==> src/hdl/wlmu_pkg.sv <==
`timescale 1ns / 1ps

package wlmu_pkg;

    // memory geometry
    localparam int PAGE_BITS  = 16;
    localparam int MAX_PAGES  = 4;
    localparam int PAGE_W     = 3;
    localparam int HW_W       = 19;
    localparam int BANKS      = 8;
    localparam int BANK_BITS  = 3;
    localparam int ROW_DEPTH  = (MAX_PAGES << PAGE_BITS) / BANKS;
    localparam int ROW_W      = $clog2(ROW_DEPTH);

    // stream payload widths
    localparam int S_TDATA_W  = 136;
    localparam int S_TUSER_W  = 2;
    localparam int M_TDATA_W  = 88;
    localparam int M_TUSER_W  = 2;

    typedef enum logic [1:0] {
        OP_LOAD  = 2'd0,
        OP_STORE = 2'd1,
        OP_GROW  = 2'd2,
        OP_SIZE  = 2'd3
    } t_op;

    typedef enum logic [1:0] {
        STAT_OK           = 2'd0,
        STAT_BOUNDS       = 2'd1,
        STAT_GROW_REFUSED = 2'd2
    } t_status;

    typedef enum logic [1:0] {
        S_CLEAR,
        S_IDLE,
        S_LOAD
    } t_state;

    typedef struct packed {
        logic             clear_en;
        logic [ROW_W-1:0] clear_row;
        logic             accept;
        logic             load_done;
        logic             out_load;
    } t_ctrl_cmd;

    typedef struct packed {
        logic load_ok;
    } t_dp_status;

endpackage

==> src/hdl/wlmu_ctrl.sv <==
`timescale 1ns / 1ps

module wlmu_ctrl (
    input  logic                  i_clk,
    input  logic                  i_rst_n,
    input  logic                  i_s_axis_tvalid,
    output logic                  o_s_axis_tready,
    output logic                  o_m_axis_tvalid,
    input  logic                  i_m_axis_tready,
    input  wlmu_pkg::t_dp_status  i_dp_status,
    output wlmu_pkg::t_ctrl_cmd   o_cmd
);

    import wlmu_pkg::*;

    t_state           r_state, n_state;
    logic [ROW_W-1:0] r_clear_row, n_clear_row;
    logic             r_out_valid, n_out_valid;
    logic             w_ready;
    logic             w_accept;
    logic             w_clear_last;

    assign w_clear_last = (r_clear_row == ROW_W'(ROW_DEPTH - 1));

    // next state
    always_comb begin
        n_state = r_state;
        unique case (r_state)
            S_CLEAR: begin
                if (w_clear_last) begin
                    n_state = S_IDLE;
                end
            end
            S_IDLE: begin
                if (w_accept && i_dp_status.load_ok) begin
                    n_state = S_LOAD;
                end
            end
            S_LOAD: begin
                n_state = S_IDLE;
            end
            default: begin
                n_state = S_IDLE;
            end
        endcase
    end

    // outputs
    always_comb begin
        w_ready         = (r_state == S_IDLE) && (!r_out_valid || i_m_axis_tready);
        w_accept        = i_s_axis_tvalid && w_ready;
        o_cmd.clear_en  = (r_state == S_CLEAR);
        o_cmd.clear_row = r_clear_row;
        o_cmd.accept    = w_accept;
        o_cmd.load_done = (r_state == S_LOAD);
        o_cmd.out_load  = (w_accept && !i_dp_status.load_ok) || (r_state == S_LOAD);
        n_clear_row     = (r_state == S_CLEAR) ? r_clear_row + ROW_W'(1) : r_clear_row;
        if (o_cmd.out_load) begin
            n_out_valid = 1'b1;
        end else if (i_m_axis_tready) begin
            n_out_valid = 1'b0;
        end else begin
            n_out_valid = r_out_valid;
        end
    end

    always_ff @(posedge i_clk) begin
        if (!i_rst_n) begin
            r_state     <= S_CLEAR;
            r_clear_row <= '0;
            r_out_valid <= 1'b0;
        end else begin
            r_state     <= n_state;
            r_clear_row <= n_clear_row;
            r_out_valid <= n_out_valid;
        end
    end

    assign o_s_axis_tready = w_ready;
    assign o_m_axis_tvalid = r_out_valid;

endmodule

==> config.mk <==
export PLATFORM = sky130hd
export DESIGN_NAME = wlmu_ctrl
export DESIGN_NICKNAME = d
export VERILOG_FILES = /design/src/hdl/wlmu_pkg.sv /design/src/hdl/wlmu_ctrl.sv
export SDC_FILE = /design/constraint.sdc
export NUM_CORES = 1
export LEC_CHECK = 0
export ABC_AREA = 1
export BUFFER_PORTS_ARGS = -buffer_cell sky130_fd_sc_hd__buf_2
export CAP_MARGIN = 20
export CELL_PAD_IN_SITES_DETAIL_PLACEMENT = 1
export CELL_PAD_IN_SITES_GLOBAL_PLACEMENT = 1
export CORE_MARGIN = 2
export CORE_UTILIZATION = 35
export DETAILED_ROUTE_END_ITERATION = 10
export GPL_ROUTABILITY_DRIVEN = 0
export PLACE_DENSITY = 0.87
export SYNTH_ARGS = -nofsm -noshare
export SYNTH_HDL_FRONTEND = slang
export SYNTH_SLANG_ARGS = --single-unit
export TNS_END_PERCENT = 5
==> constraint.sdc <==
create_clock -name i_clk -period 1.5 [get_ports i_clk]
set_input_delay 0 -clock i_clk [delete_from_list [all_inputs] [get_ports i_clk]]
set_output_delay 0 -clock i_clk [all_outputs]
set_load 0.01 [all_outputs]
### After elaboration in Yosys (flattened, before gate mapping)

Index checks and enable logic that the tools add are counted.

| cells by class | value |
|---|---|
| add/subtract/negate cells | 1 |
| equality and inequality tests | 5 |
| multiplexer cells | 5 |
| reduce and logical (&&, ||, !) cells | 11 |

Operator list:

| kind | count |
|---|---|
| $add 15x1->15 const B | 1 |
| $eq 15x15->1 const B | 1 |
| $logic_and 1x1->1 | 4 |
| $mux 2 | 2 |
| $pmux 2 s2 | 1 |
| $eq 2x1->1 const B | 1 |
| $eq 2x2->1 const B | 1 |
| $logic_not 1->1 | 2 |
| $logic_not 2->1 | 1 |
| $logic_or 1x1->1 | 2 |
| $mux 1 | 2 |
| $ne 2x1->1 const B | 1 |
| $ne 2x2->1 const B | 1 |
| $reduce_and 2->1 | 1 |
| $reduce_bool 2->1 | 1 |

| storage, ports and cells | value |
|---|---|
| register bits | 18 |

### Logic depth before layout (Yosys ltp)

Gate-level depths: netlist (run 1).

| depth | value |
|---|---|
| word-level depth | 7 |
| gate-level depth with buffers | 8 |

### Worst setup path before layout (run 1)

OpenSTA, ideal clock, no wires.

| path | value |
|---|---|
| path type | reg2reg |
| from | register r_clear_row[1] |
| to | register r_clear_row[14] |
| library setup time | 114 ps |
| arrival time | 1181 ps |
| required time | 1386 ps |
| setup slack | 205 ps |
| stages on the path, launching flop included | 9 |
| path buffers | 0 |
| cell sequence | dfxtp_1 > ha_1 > inv_1 > nor2_1 > nand2_1 > nor2_2 > nand2_1 > nand2_1 > nor2_1 |

| between the ends | value |
|---|---|
| word-level cells in the longest chain between the ends | 1 |

Ends and longest elaborated chain:

| element | line | source |
|---|---|---|
| start, declared | wlmu_ctrl.sv:17 | `logic [ROW_W-1:0] r_clear_row, n_clear_row;` |
| start signal, assigned | wlmu_ctrl.sv:74 | `r_clear_row <= n_clear_row;` |
| $add 15x1->15 | wlmu_ctrl.sv:57 | `n_clear_row = (r_state == S_CLEAR) ? r_clear_row + ROW_W'(1) : r_clear_row;` |

Every way passes these cells.
A chain may end at the register's enable or synchronous reset.

==> flow_summary.toml, run 1 <==
[route]
viasPerCell = 4.67
drtPass1Iterations = 4
wire_per_inst_um = 12.2
routed_wl_um = 2510
drc = 0
vias = 957
drtIter0Drc = 17
final_antenna_net_count = 0

[cts]
htreeDepth = 1
cts_sinks = 18
cts_made_buffers = 3
clk_pin_slew_ns = 0.11
cts-root-buf = "clkbuf_4"
worstSkewPairLatency_ns = 0.29
cts_tree = "built"
cts.path.max_buffers = 2

[grt]
grt_use_total = 0.170
gr-total-overflow = 0
antenna_found_initial = 0
grt_max_degree = 15
grt_pass1_wl_um = 4260
grt_pass1_vias = 960

[timing]
tns_ns = 0
rsz0062_at_grt = "false"
fin_worst_skew_ns = 0.00351
fmax_ghz = 0.746
final_hold_viol_count = 0
slew_viol_final = 0
holdWs_ns = 0.0518
slew_headroom = 0.783
fin_crit_ns = 1.34
tightest_slew_ns = 0.323
fin_crit_sh = 0.894
setup_viol = 0

[layout]
diodes = 0
final_layout_size_suffix_gt1_frac = 0.264
layout_commonest_cell = "nand2_1"
mostFrequentLayoutCells = "nand2_1, nor2_1, buf_2"
instances_no_fill = 205
stdcell_area_sq_um = 1180
area_growth_pct = 22.4
fin_nets = 181

[power]
leakage_nw = 0.533
power_mw = 0.846
power_per_cell_area_nw_per_um2 = 715
ir_drop_uv = 473

[critical_path]
crit_end = "o_cmd[0]"
cp-startpoint = "r_state[1]$_SDFFE_PN0P_"
r2r_start = "r_clear_row[1]$_SDFFE_PN0P_"
reg2reg_depth = 7
worst_setup_path_start_kind = "flop"
critPathKind = "flop to output pin"
crit_required_ns = 1.50
end_kind = "output pin"
reg2reg_to = "r_clear_row[10]$_SDFFE_PN0P_"
arrival_ns = 1.34
cp_max_fo = 3
r2r_slack_ns = 0.19

[die]
die_h_um = 56.5
die_w_um = 56.5
dieArea_sq_um = 3200
row_count = 19
coreArea_sq_um = 2690
start_util = 0.360
io_pins = 26

[synth]
syn_inst = 144
syn_area_sq_um = 966
ys_seq_elements = 18
yosysSeqAreaShare = 0.373
synth_cell_type_count = 24
syn-num-nets = 150
syn_area_per_cell_sq_um = 6.71
yosys_warnings = 0

[placement]
dp_hpwl_um = 1990
portBuffers = 25
placed_cells = 199
place_area_sq_um = 1120

[hold_path]
hold_depth = 3
hp-class = "input pin to flop"

[job]
maxCapViolCount = 0

[run_status]
outcome = "completed"
==> cells by family after synthesis <==
group	count (synthesis)	share of synthesized area
AO/OA/AOI/OAI	14	0.0751
flip-flops	18	0.373
adder cells (fa/ha/maj)	1	0.0130
buffers and inverters	25	0.113
XOR/XNOR	1	0.00907
AND/OR/NAND/NOR	85	0.417
==> flip-flops by register name, summed over array words and instances, names as in the netlist <==
register         flops
r_state              2
r_clear_row         15
o_m_axis_tvalid      1
==> stage by stage <==
stage / worst slack, ns / utilization
6_report: 0.159 / 0.440
5_1_grt: 0.00945 / 0.440
4_1_cts: 0.0765 / 0.434
3_5_place_dp: 0.0992 / 0.416
3_3_place_gp: 0.212 / 0.416
2_1_floorplan: 0.205 / -
==> cells in the mapped netlist <==
master,count,share of area
nor3b_2,1,0.013
inv_1,22,0.085
nand2_2,2,0.013
nor3_1,2,0.010
ha_1,1,0.013
dfxtp_1,18,0.37
xor2_1,1,0.0091
nor3_2,1,0.010
nand2_1,34,0.13
nor2_2,2,0.013
nor3b_1,1,0.0078
a21oi_1,6,0.031
and2_1,1,0.0065
nor2_1,27,0.10
nand4_1,2,0.013
nand3_1,7,0.036
o21ai_1,1,0.0052
nor2_4,3,0.035
o21ai_0,6,0.031
nand3_2,1,0.010
buf_6,1,0.012
o21bai_1,1,0.0078
buf_4,2,0.016
nand2_4,1,0.012
==> how the worst min path moves through the flow <==
stage / start / end / slack (ns)
after floorplan: i_rst_n / r_clear_row[0]$_SDFFE_PN0P_ / 0.14
after global placement: i_dp_status / r_state[1]$_SDFFE_PN0P_ / 0.27
after detailed placement: i_dp_status / r_state[1]$_SDFFE_PN0P_ / 0.28
after CTS: i_rst_n / o_m_axis_tvalid$_SDFFE_PN0P_ / 0.05
after global routing: i_rst_n / r_clear_row[13]$_SDFFE_PN0P_ / 0.06
final: i_rst_n / o_m_axis_tvalid$_SDFFE_PN0P_ / 0.05
==> repair_timing <==
action,4_1_cts,5_1_grt
hold endpoints to repair,2,0
setup endpoints to repair,0,4
buffers inserted,0,1
hold buffers,1,0
resized for setup,0,4
==> worst max-delay path, stage by stage, from the launching register on <==
cell,delay (ns)
dfxtp_1,0.35
inv_1,0.10
nand2_1,0.09
nor3b_2,0.20
nand2_1,0.11
nand2_1,0.07
buf_2,0.12
==> per-layer routing <==
| metal | track usage | routed length (um) | vias to the layer above |
|---|---|---|---|
| li1 | - | - | 499 |
| met1 | 0.199 | 1080 | 435 |
| met2 | 0.316 | 1300 | 21 |
| met3 | 0.0346 | 108 | 2 |
| met4 | 0.0340 | 15 | 0 |
| met5 | 0 | 0 | - |
==> layout make-up <==
cell class	count	area, sq um
clock buffer	4	36.3
fill	363	1500
inverter	22	82.6
multi-input combinational	101	504
sequential	18	363
tap	31	38.8
timing repair buffer	29	158
==> where the power goes <==
part,switching [mW],internal (mW),leakage [nW]
combinational,0.0319,0.0219,0.366
clock,0.150,0.148,0.0210
sequential,0.00855,0.486,0.146
Power figures use the tool's default switching activity.
==> run 2: changes to the inputs <==
ABC_AREA = not set   (was 1)
CORE_UTILIZATION = 36   (was 35)
PLACE_DENSITY = 0.86   (was 0.87)
==> run 2 against run 1 <==
Core utilization grew 9.8 points. Synthesized cell count fell by 35%. Sequential share of layout area shrank 0.069 points. Via count fell by 11%. Global-route usage increased by 1.4 points. Register-to-register slack worse by 0.18 ns. Final area increased by 2.6%. Critical path depth is 2 lower. Largest power group unchanged.
==> flow_summary.toml, run 2 <==
[run_status]
outcome = "completed"

[route]
drc = 0
drtIter0Drc = 3
drtPass1Iterations = 4
viasPerCell = 5.26
vias = 847
wire_per_inst_um = 14.2
routed_wl_um = 2280
final_antenna_net_count = 0

[timing]
rsz0062_at_grt = "true"
setup_viol = 0
holdWs_ns = 0.0340
fin_crit_sh = 0.995
slew_viol_final = 0
fin_worst_skew_ns = 0.00966
final_hold_viol_count = 0
slew_headroom = 0.796
fin_crit_ns = 1.49
fmax_ghz = 0.670
tightest_slew_ns = 0.302
finalWorstSetupSlack_ns = 0.00821

[die]
coreArea_sq_um = 2250
row_count = 17
io_pins = 26
die_w_um = 53.3
start_util = 0.387
dieArea_sq_um = 2840
die_h_um = 53.3

[critical_path]
arrival_ns = 1.73
end_kind = "flop"
cp_max_fo = 6
critPathKind = "flop to flop"
worst_setup_path_start_kind = "flop"
crit_required_ns = 1.73

[power]
ir_drop_uv = 594
power_per_cell_area_nw_per_um2 = 709
p_comb_frac = 0.076
p_int_mw = 0.665
power_switching_mw = 0.196
leakage_nw = 0.546
switching_share = 0.227
p_clk_frac = 0.354
pwr-share-seq = 0.570

[synth]
synth_compound_area_frac = 0.113
synthTopCellsByArea = "dfxtp_1, and2_1, xnor2_1"
async_flop_share = 0
yosys.area_share.simple = 0.324
synth_top_family_by_area = "simple AND/OR/NAND/NOR gates"
synth_edf_count = 0
synth_xor_area_frac = 0.0903
syn-num-nets = 100
yosysSeqAreaShare = 0.413
muxShareOfSynthArea = 0.0115
synth.most_common_cell = "dfxtp_1"
syn_area_sq_um = 873
syn_area_per_cell_sq_um = 9.29
synth_top_cell_area_share = 0.413
synth.top_cells.by_count = "dfxtp_1, and2_1, nand2_1, nand3_1, xnor2_1"
synth_ff_type = "dfxtp_1"
synth_cell_type_count = 33
syn_inst = 94
ys_seq_elements = 18
synth_fa_ha_area_frac = 0.0143
yosysTopAreaCell = "dfxtp_1"
yosys_warnings = 0

[grt]
grt_max_degree = 22
gr-total-overflow = 0
antenna_found_initial = 0
grt_pass1_vias = 818
grt_pass1_wl_um = 3770
grt_use_total = 0.184

[cts]
htreeDepth = 1
worstSkewPairLatency_ns = 0.30
cts_sinks = 18
cts_made_buffers = 3
cts.path.max_buffers = 2
cts_tree = "built"
cts-root-buf = "clkbuf_4"
clk_pin_slew_ns = 0.11

[placement]
portBuffers = 25
pre_cts_ws_ns = -0.0800
place_area_sq_um = 1100
dp_hpwl_um = 1700

[layout]
n_fill_cell = 277
area_growth_pct = 39.0
largest_reg_flops = 15
fin_nets = 140
stdcell_area_sq_um = 1210
diodes = 0
layout_commonest_cell = "buf_2"
final_util = 0.538
regMostFlops = "r_clear_row"
mostFrequentLayoutCells = "buf_2, dfxtp_1, buf_4"
final_layout_size_suffix_gt1_frac = 0.436

[job]
maxCapViolCount = 0

[hold_path]
hp-class = "input pin to flop"
run 2: worst paths after layout:
check,startpoint,to,slack (ns),depth (start not counted)
worst max-delay path,r_state[1]$_SDFFE_PN0P_,r_clear_row[13]$_SDFFE_PN0P_,0.008,4
worst max register to register,r_state[1]$_SDFFE_PN0P_,r_clear_row[13]$_SDFFE_PN0P_,0.008,4
worst min register to register,r_clear_row[14]$_SDFFE_PN0P_,r_clear_row[14]$_SDFFE_PN0P_,0.53,2
worst min-delay path,i_s_axis_tvalid,r_state[0]$_SDFFE_PN0P_,0.03,3
run 2: repair_timing:
item / in CTS / in global routing
hold buffers: 1 / 0
buffers inserted: 1 / 1
pin swaps: 2 / 3
endpoints found under the hold margin: 1 / 0
gates resized for setup: 6 / 6
endpoints found under the setup margin: 7 / 9
run 2: cell type report:
| class | instances | area, sq um | share of cell area |
|---|---|---|---|
| Sequential cell | 18 | 372 | 0.306 |
| Multi-Input combinational cell | 70 | 531 | 0.437 |
| Clock buffer | 4 | 36.3 | 0.0299 |
| Tap cell | 28 | 35.0 | 0.0289 |
| Inverter | 2 | 7.51 | 0.00619 |
| Timing Repair Buffer | 39 | 233 | 0.192 |
run 2: per-layer routing:
metal  up-vias  GRT usage  wire (um)
li1        412          -          -
met1       410      0.208        921
met2        25      0.340       1220
met3         0     0.0593        142
met4         0     0.0256          0
met5         -          0          0
run 2: cell families (layout without fill, tap and decap cells):
logic type | Yosys count | after routing
simple gates | 46 | 46
flops | 18 | 18
compound gates | 13 | 13
xor+xnor | 9 | 9
buf+inv | 6 | 45
fa+ha+maj | 1 | 1
mux | 1 | 1
run 2: power by group through the flow:
| stage | clock network, mW | registers, mW | logic (mW) |
|---|---|---|---|
| floorplan | 0 | 0.506 | 0.0269 |
| global placement | 0 | 0.501 | 0.0543 |
| detailed placement | 0 | 0.503 | 0.0562 |
| CTS | 0.319 | 0.493 | 0.0643 |
| global route | 0.342 | 0.492 | 0.0745 |
| finish | 0.305 | 0.490 | 0.0657 |
run 2: critical path: stages, from the launching register on:
cell and delay (ns):
dfxtp_4 0.38, and4bb_2 0.33, nand2_2 0.09, or4_1 0.47, a21boi_1 0.15
run 2: through the flow:
stage	instances	TNS, ns	power, mW
after global routing	161	-0.159	0.908
after detailed placement	154	-0.177	0.559
final	161	0	0.860
after floorplan	94	0	0.533
after CTS	160	-0.0395	0.876
after global placement	154	-0.00347	0.556
==> run 3: changes to the inputs <==
PLACE_DENSITY = 0.8   (was 0.86)
==> run 3 against run 2 <==
The flow now finishes with violations (setup timing). Final area fell by 0.10%. Register-to-register slack got worse by 0.06 ns. Via count fell by 1.9%. Clock power barely moved. Core utilization fell by 0.055 points. Sequential share of layout area fell by 0.17 points. Highest routed layer is now met4. Sequential power barely moved. Power rose by 0.31%. Largest power group unchanged. Critical path depth rose by 1.
==> flow_summary.toml, run 3 (synthesized netlist as in run 2, its figures left out) <==
[cts]
worstSkewPairLatency_ns = 0.30
postCtsSetupBuffers = 0
cts-root-buf = "clkbuf_4"
clk_pin_slew_ns = 0.11
cts.path.max_buffers = 2
cts_made_buffers = 3
cts_tree = "built"
cts_sinks = 18
htreeDepth = 1

[grt]
grt_pass1_wl_um = 4110
antenna_found_initial = 0
grt_pass1_vias = 893
grt_max_degree = 22
gr-total-overflow = 0
grt_use_total = 0.203

[layout]
area_growth_pct = 38.8
mostFrequentLayoutCells = "buf_2, dfxtp_1, buf_4"
fin_nets = 140
largest_reg_flops = 15
layout_commonest_cell = "buf_2"
final_layout_size_suffix_gt1_frac = 0.421
diodes = 0
n_fill_cell = 293
regMostFlops = "r_clear_row"

[critical_path]
worst_setup_path_start_kind = "flop"
critPathKind = "flop to flop"
cp_max_fo = 4
crit_required_ns = 1.71
arrival_ns = 1.75
end_kind = "flop"

[die]
coreArea_sq_um = 2250
row_count = 17
io_pins = 26
dieArea_sq_um = 2840
start_util = 0.387
die_w_um = 53.3
die_h_um = 53.3

[power]
ir_drop_uv = 437
switching_share = 0.229
power_switching_mw = 0.198
p_int_mw = 0.665
power_per_cell_area_nw_per_um2 = 712
power_mw = 0.863
p_clk_frac = 0.354
p_comb_frac = 0.074
leakage_nw = 0.545
pwr-share-seq = 0.571

[route]
drc = 0
drtPass1Iterations = 4
routed_wl_um = 2380
vias = 831
drtIter0Drc = 11
final_antenna_net_count = 0
viasPerCell = 5.16
wire_per_inst_um = 14.8

[job]
maxCapViolCount = 0

[timing]
fmax_ghz = 0.646
fin_crit_sh = 1.03
slew_headroom = 0.804
tightest_slew_ns = 0.291
fin_worst_skew_ns = 0.00661
final_hold_viol_count = 0
fin_crit_ns = 1.55
holdWs_ns = 0.0354
rsz0062_at_grt = "true"
slew_viol_final = 0
setup_viol = 2
finalWorstSetupSlack_ns = -0.0477

[hold_path]
hp-class = "input pin to flop"

[placement]
portBuffers = 25
pre_cts_ws_ns = -0.0656
dp_hpwl_um = 1760

[run_status]
outcome = "finished with violations"
violations = "setup timing"
-- run 3: cell types whose count changed in the layout (fill, tap and decap cells not counted) --
cell	previous run	this run
and2_1	9	10
and2_2	1	0
dfxtp_2	0	1
dfxtp_4	3	2
nand3_2	2	1
nand3_4	0	1
nor3_1	0	1
nor3_2	2	1
-- run 3: cell type report --
cell class,instances,area [sq um],area share
repair buffers,39,233,0.192
clock buffers,4,36.3,0.0299
multi-input cells,70,532,0.439
flip-flops and latches,18,369,0.304
inverters,2,7.51,0.00619
well taps,28,35.0,0.0289
-- run 3: metrics by stage --
stage | setup TNS (ns) | area (sq um) | util | std cells
final | -0.0792 | 1210 | 0.538 | 161
after floorplan | 0 | 885 | - | 94
after global placement | 0 | 1120 | 0.497 | 156
after detailed placement | -0.0861 | 1120 | 0.497 | 156
after CTS | -0.0267 | 1200 | 0.531 | 161
after global routing | -0.359 | 1210 | 0.538 | 161
-- run 3: power groups by stage --
stage,registers [mW],logic [mW],clock network (mW)
after CTS,0.493,0.0642,0.320
after detailed placement,0.503,0.0592,0
after global placement,0.501,0.0561,0
after global routing,0.495,0.0726,0.338
final,0.493,0.0640,0.306
after floorplan,0.506,0.0269,0
-- run 3: worst paths after layout --
check / cells after the start / endpoint / start / slack [ns]
worst max-delay path: 5 / r_clear_row[8]$_SDFFE_PN0P_ / r_clear_row[0]$_SDFFE_PN0P_ / -0.05
worst min-delay path: 3 / o_m_axis_tvalid$_SDFFE_PN0P_ / i_m_axis_tready / 0.04
worst max register to register: 5 / r_clear_row[8]$_SDFFE_PN0P_ / r_clear_row[0]$_SDFFE_PN0P_ / -0.05
worst min register to register: 2 / r_clear_row[14]$_SDFFE_PN0P_ / r_clear_row[14]$_SDFFE_PN0P_ / 0.51
-- run 3: what timing repair did --
| action | CTS | global route |
|---|---|---|
| pin swaps | 1 | 3 |
| endpoints found under the hold margin | 1 | 0 |
| hold buffers | 1 | 0 |
| resized for setup | 6 | 4 |
| endpoints found under the setup margin | 8 | 8 |
-- run 3: per-layer routing --
layer  GRT usage  up-vias  wire length, um
li1            -      412                -
met1       0.246      397             1010
met2       0.340       18             1250
met3      0.0282        4               84
met4       0.115        0               36
met5           0        -                0
-- run 3: critical path, cell delays in order, from the launching register on --
cell and delay [ns]:
dfxtp_4 0.39, ha_4 0.14, or3b_4 0.42, nor3_1 0.27
xnor2_1 0.17, nor2b_1 0.06
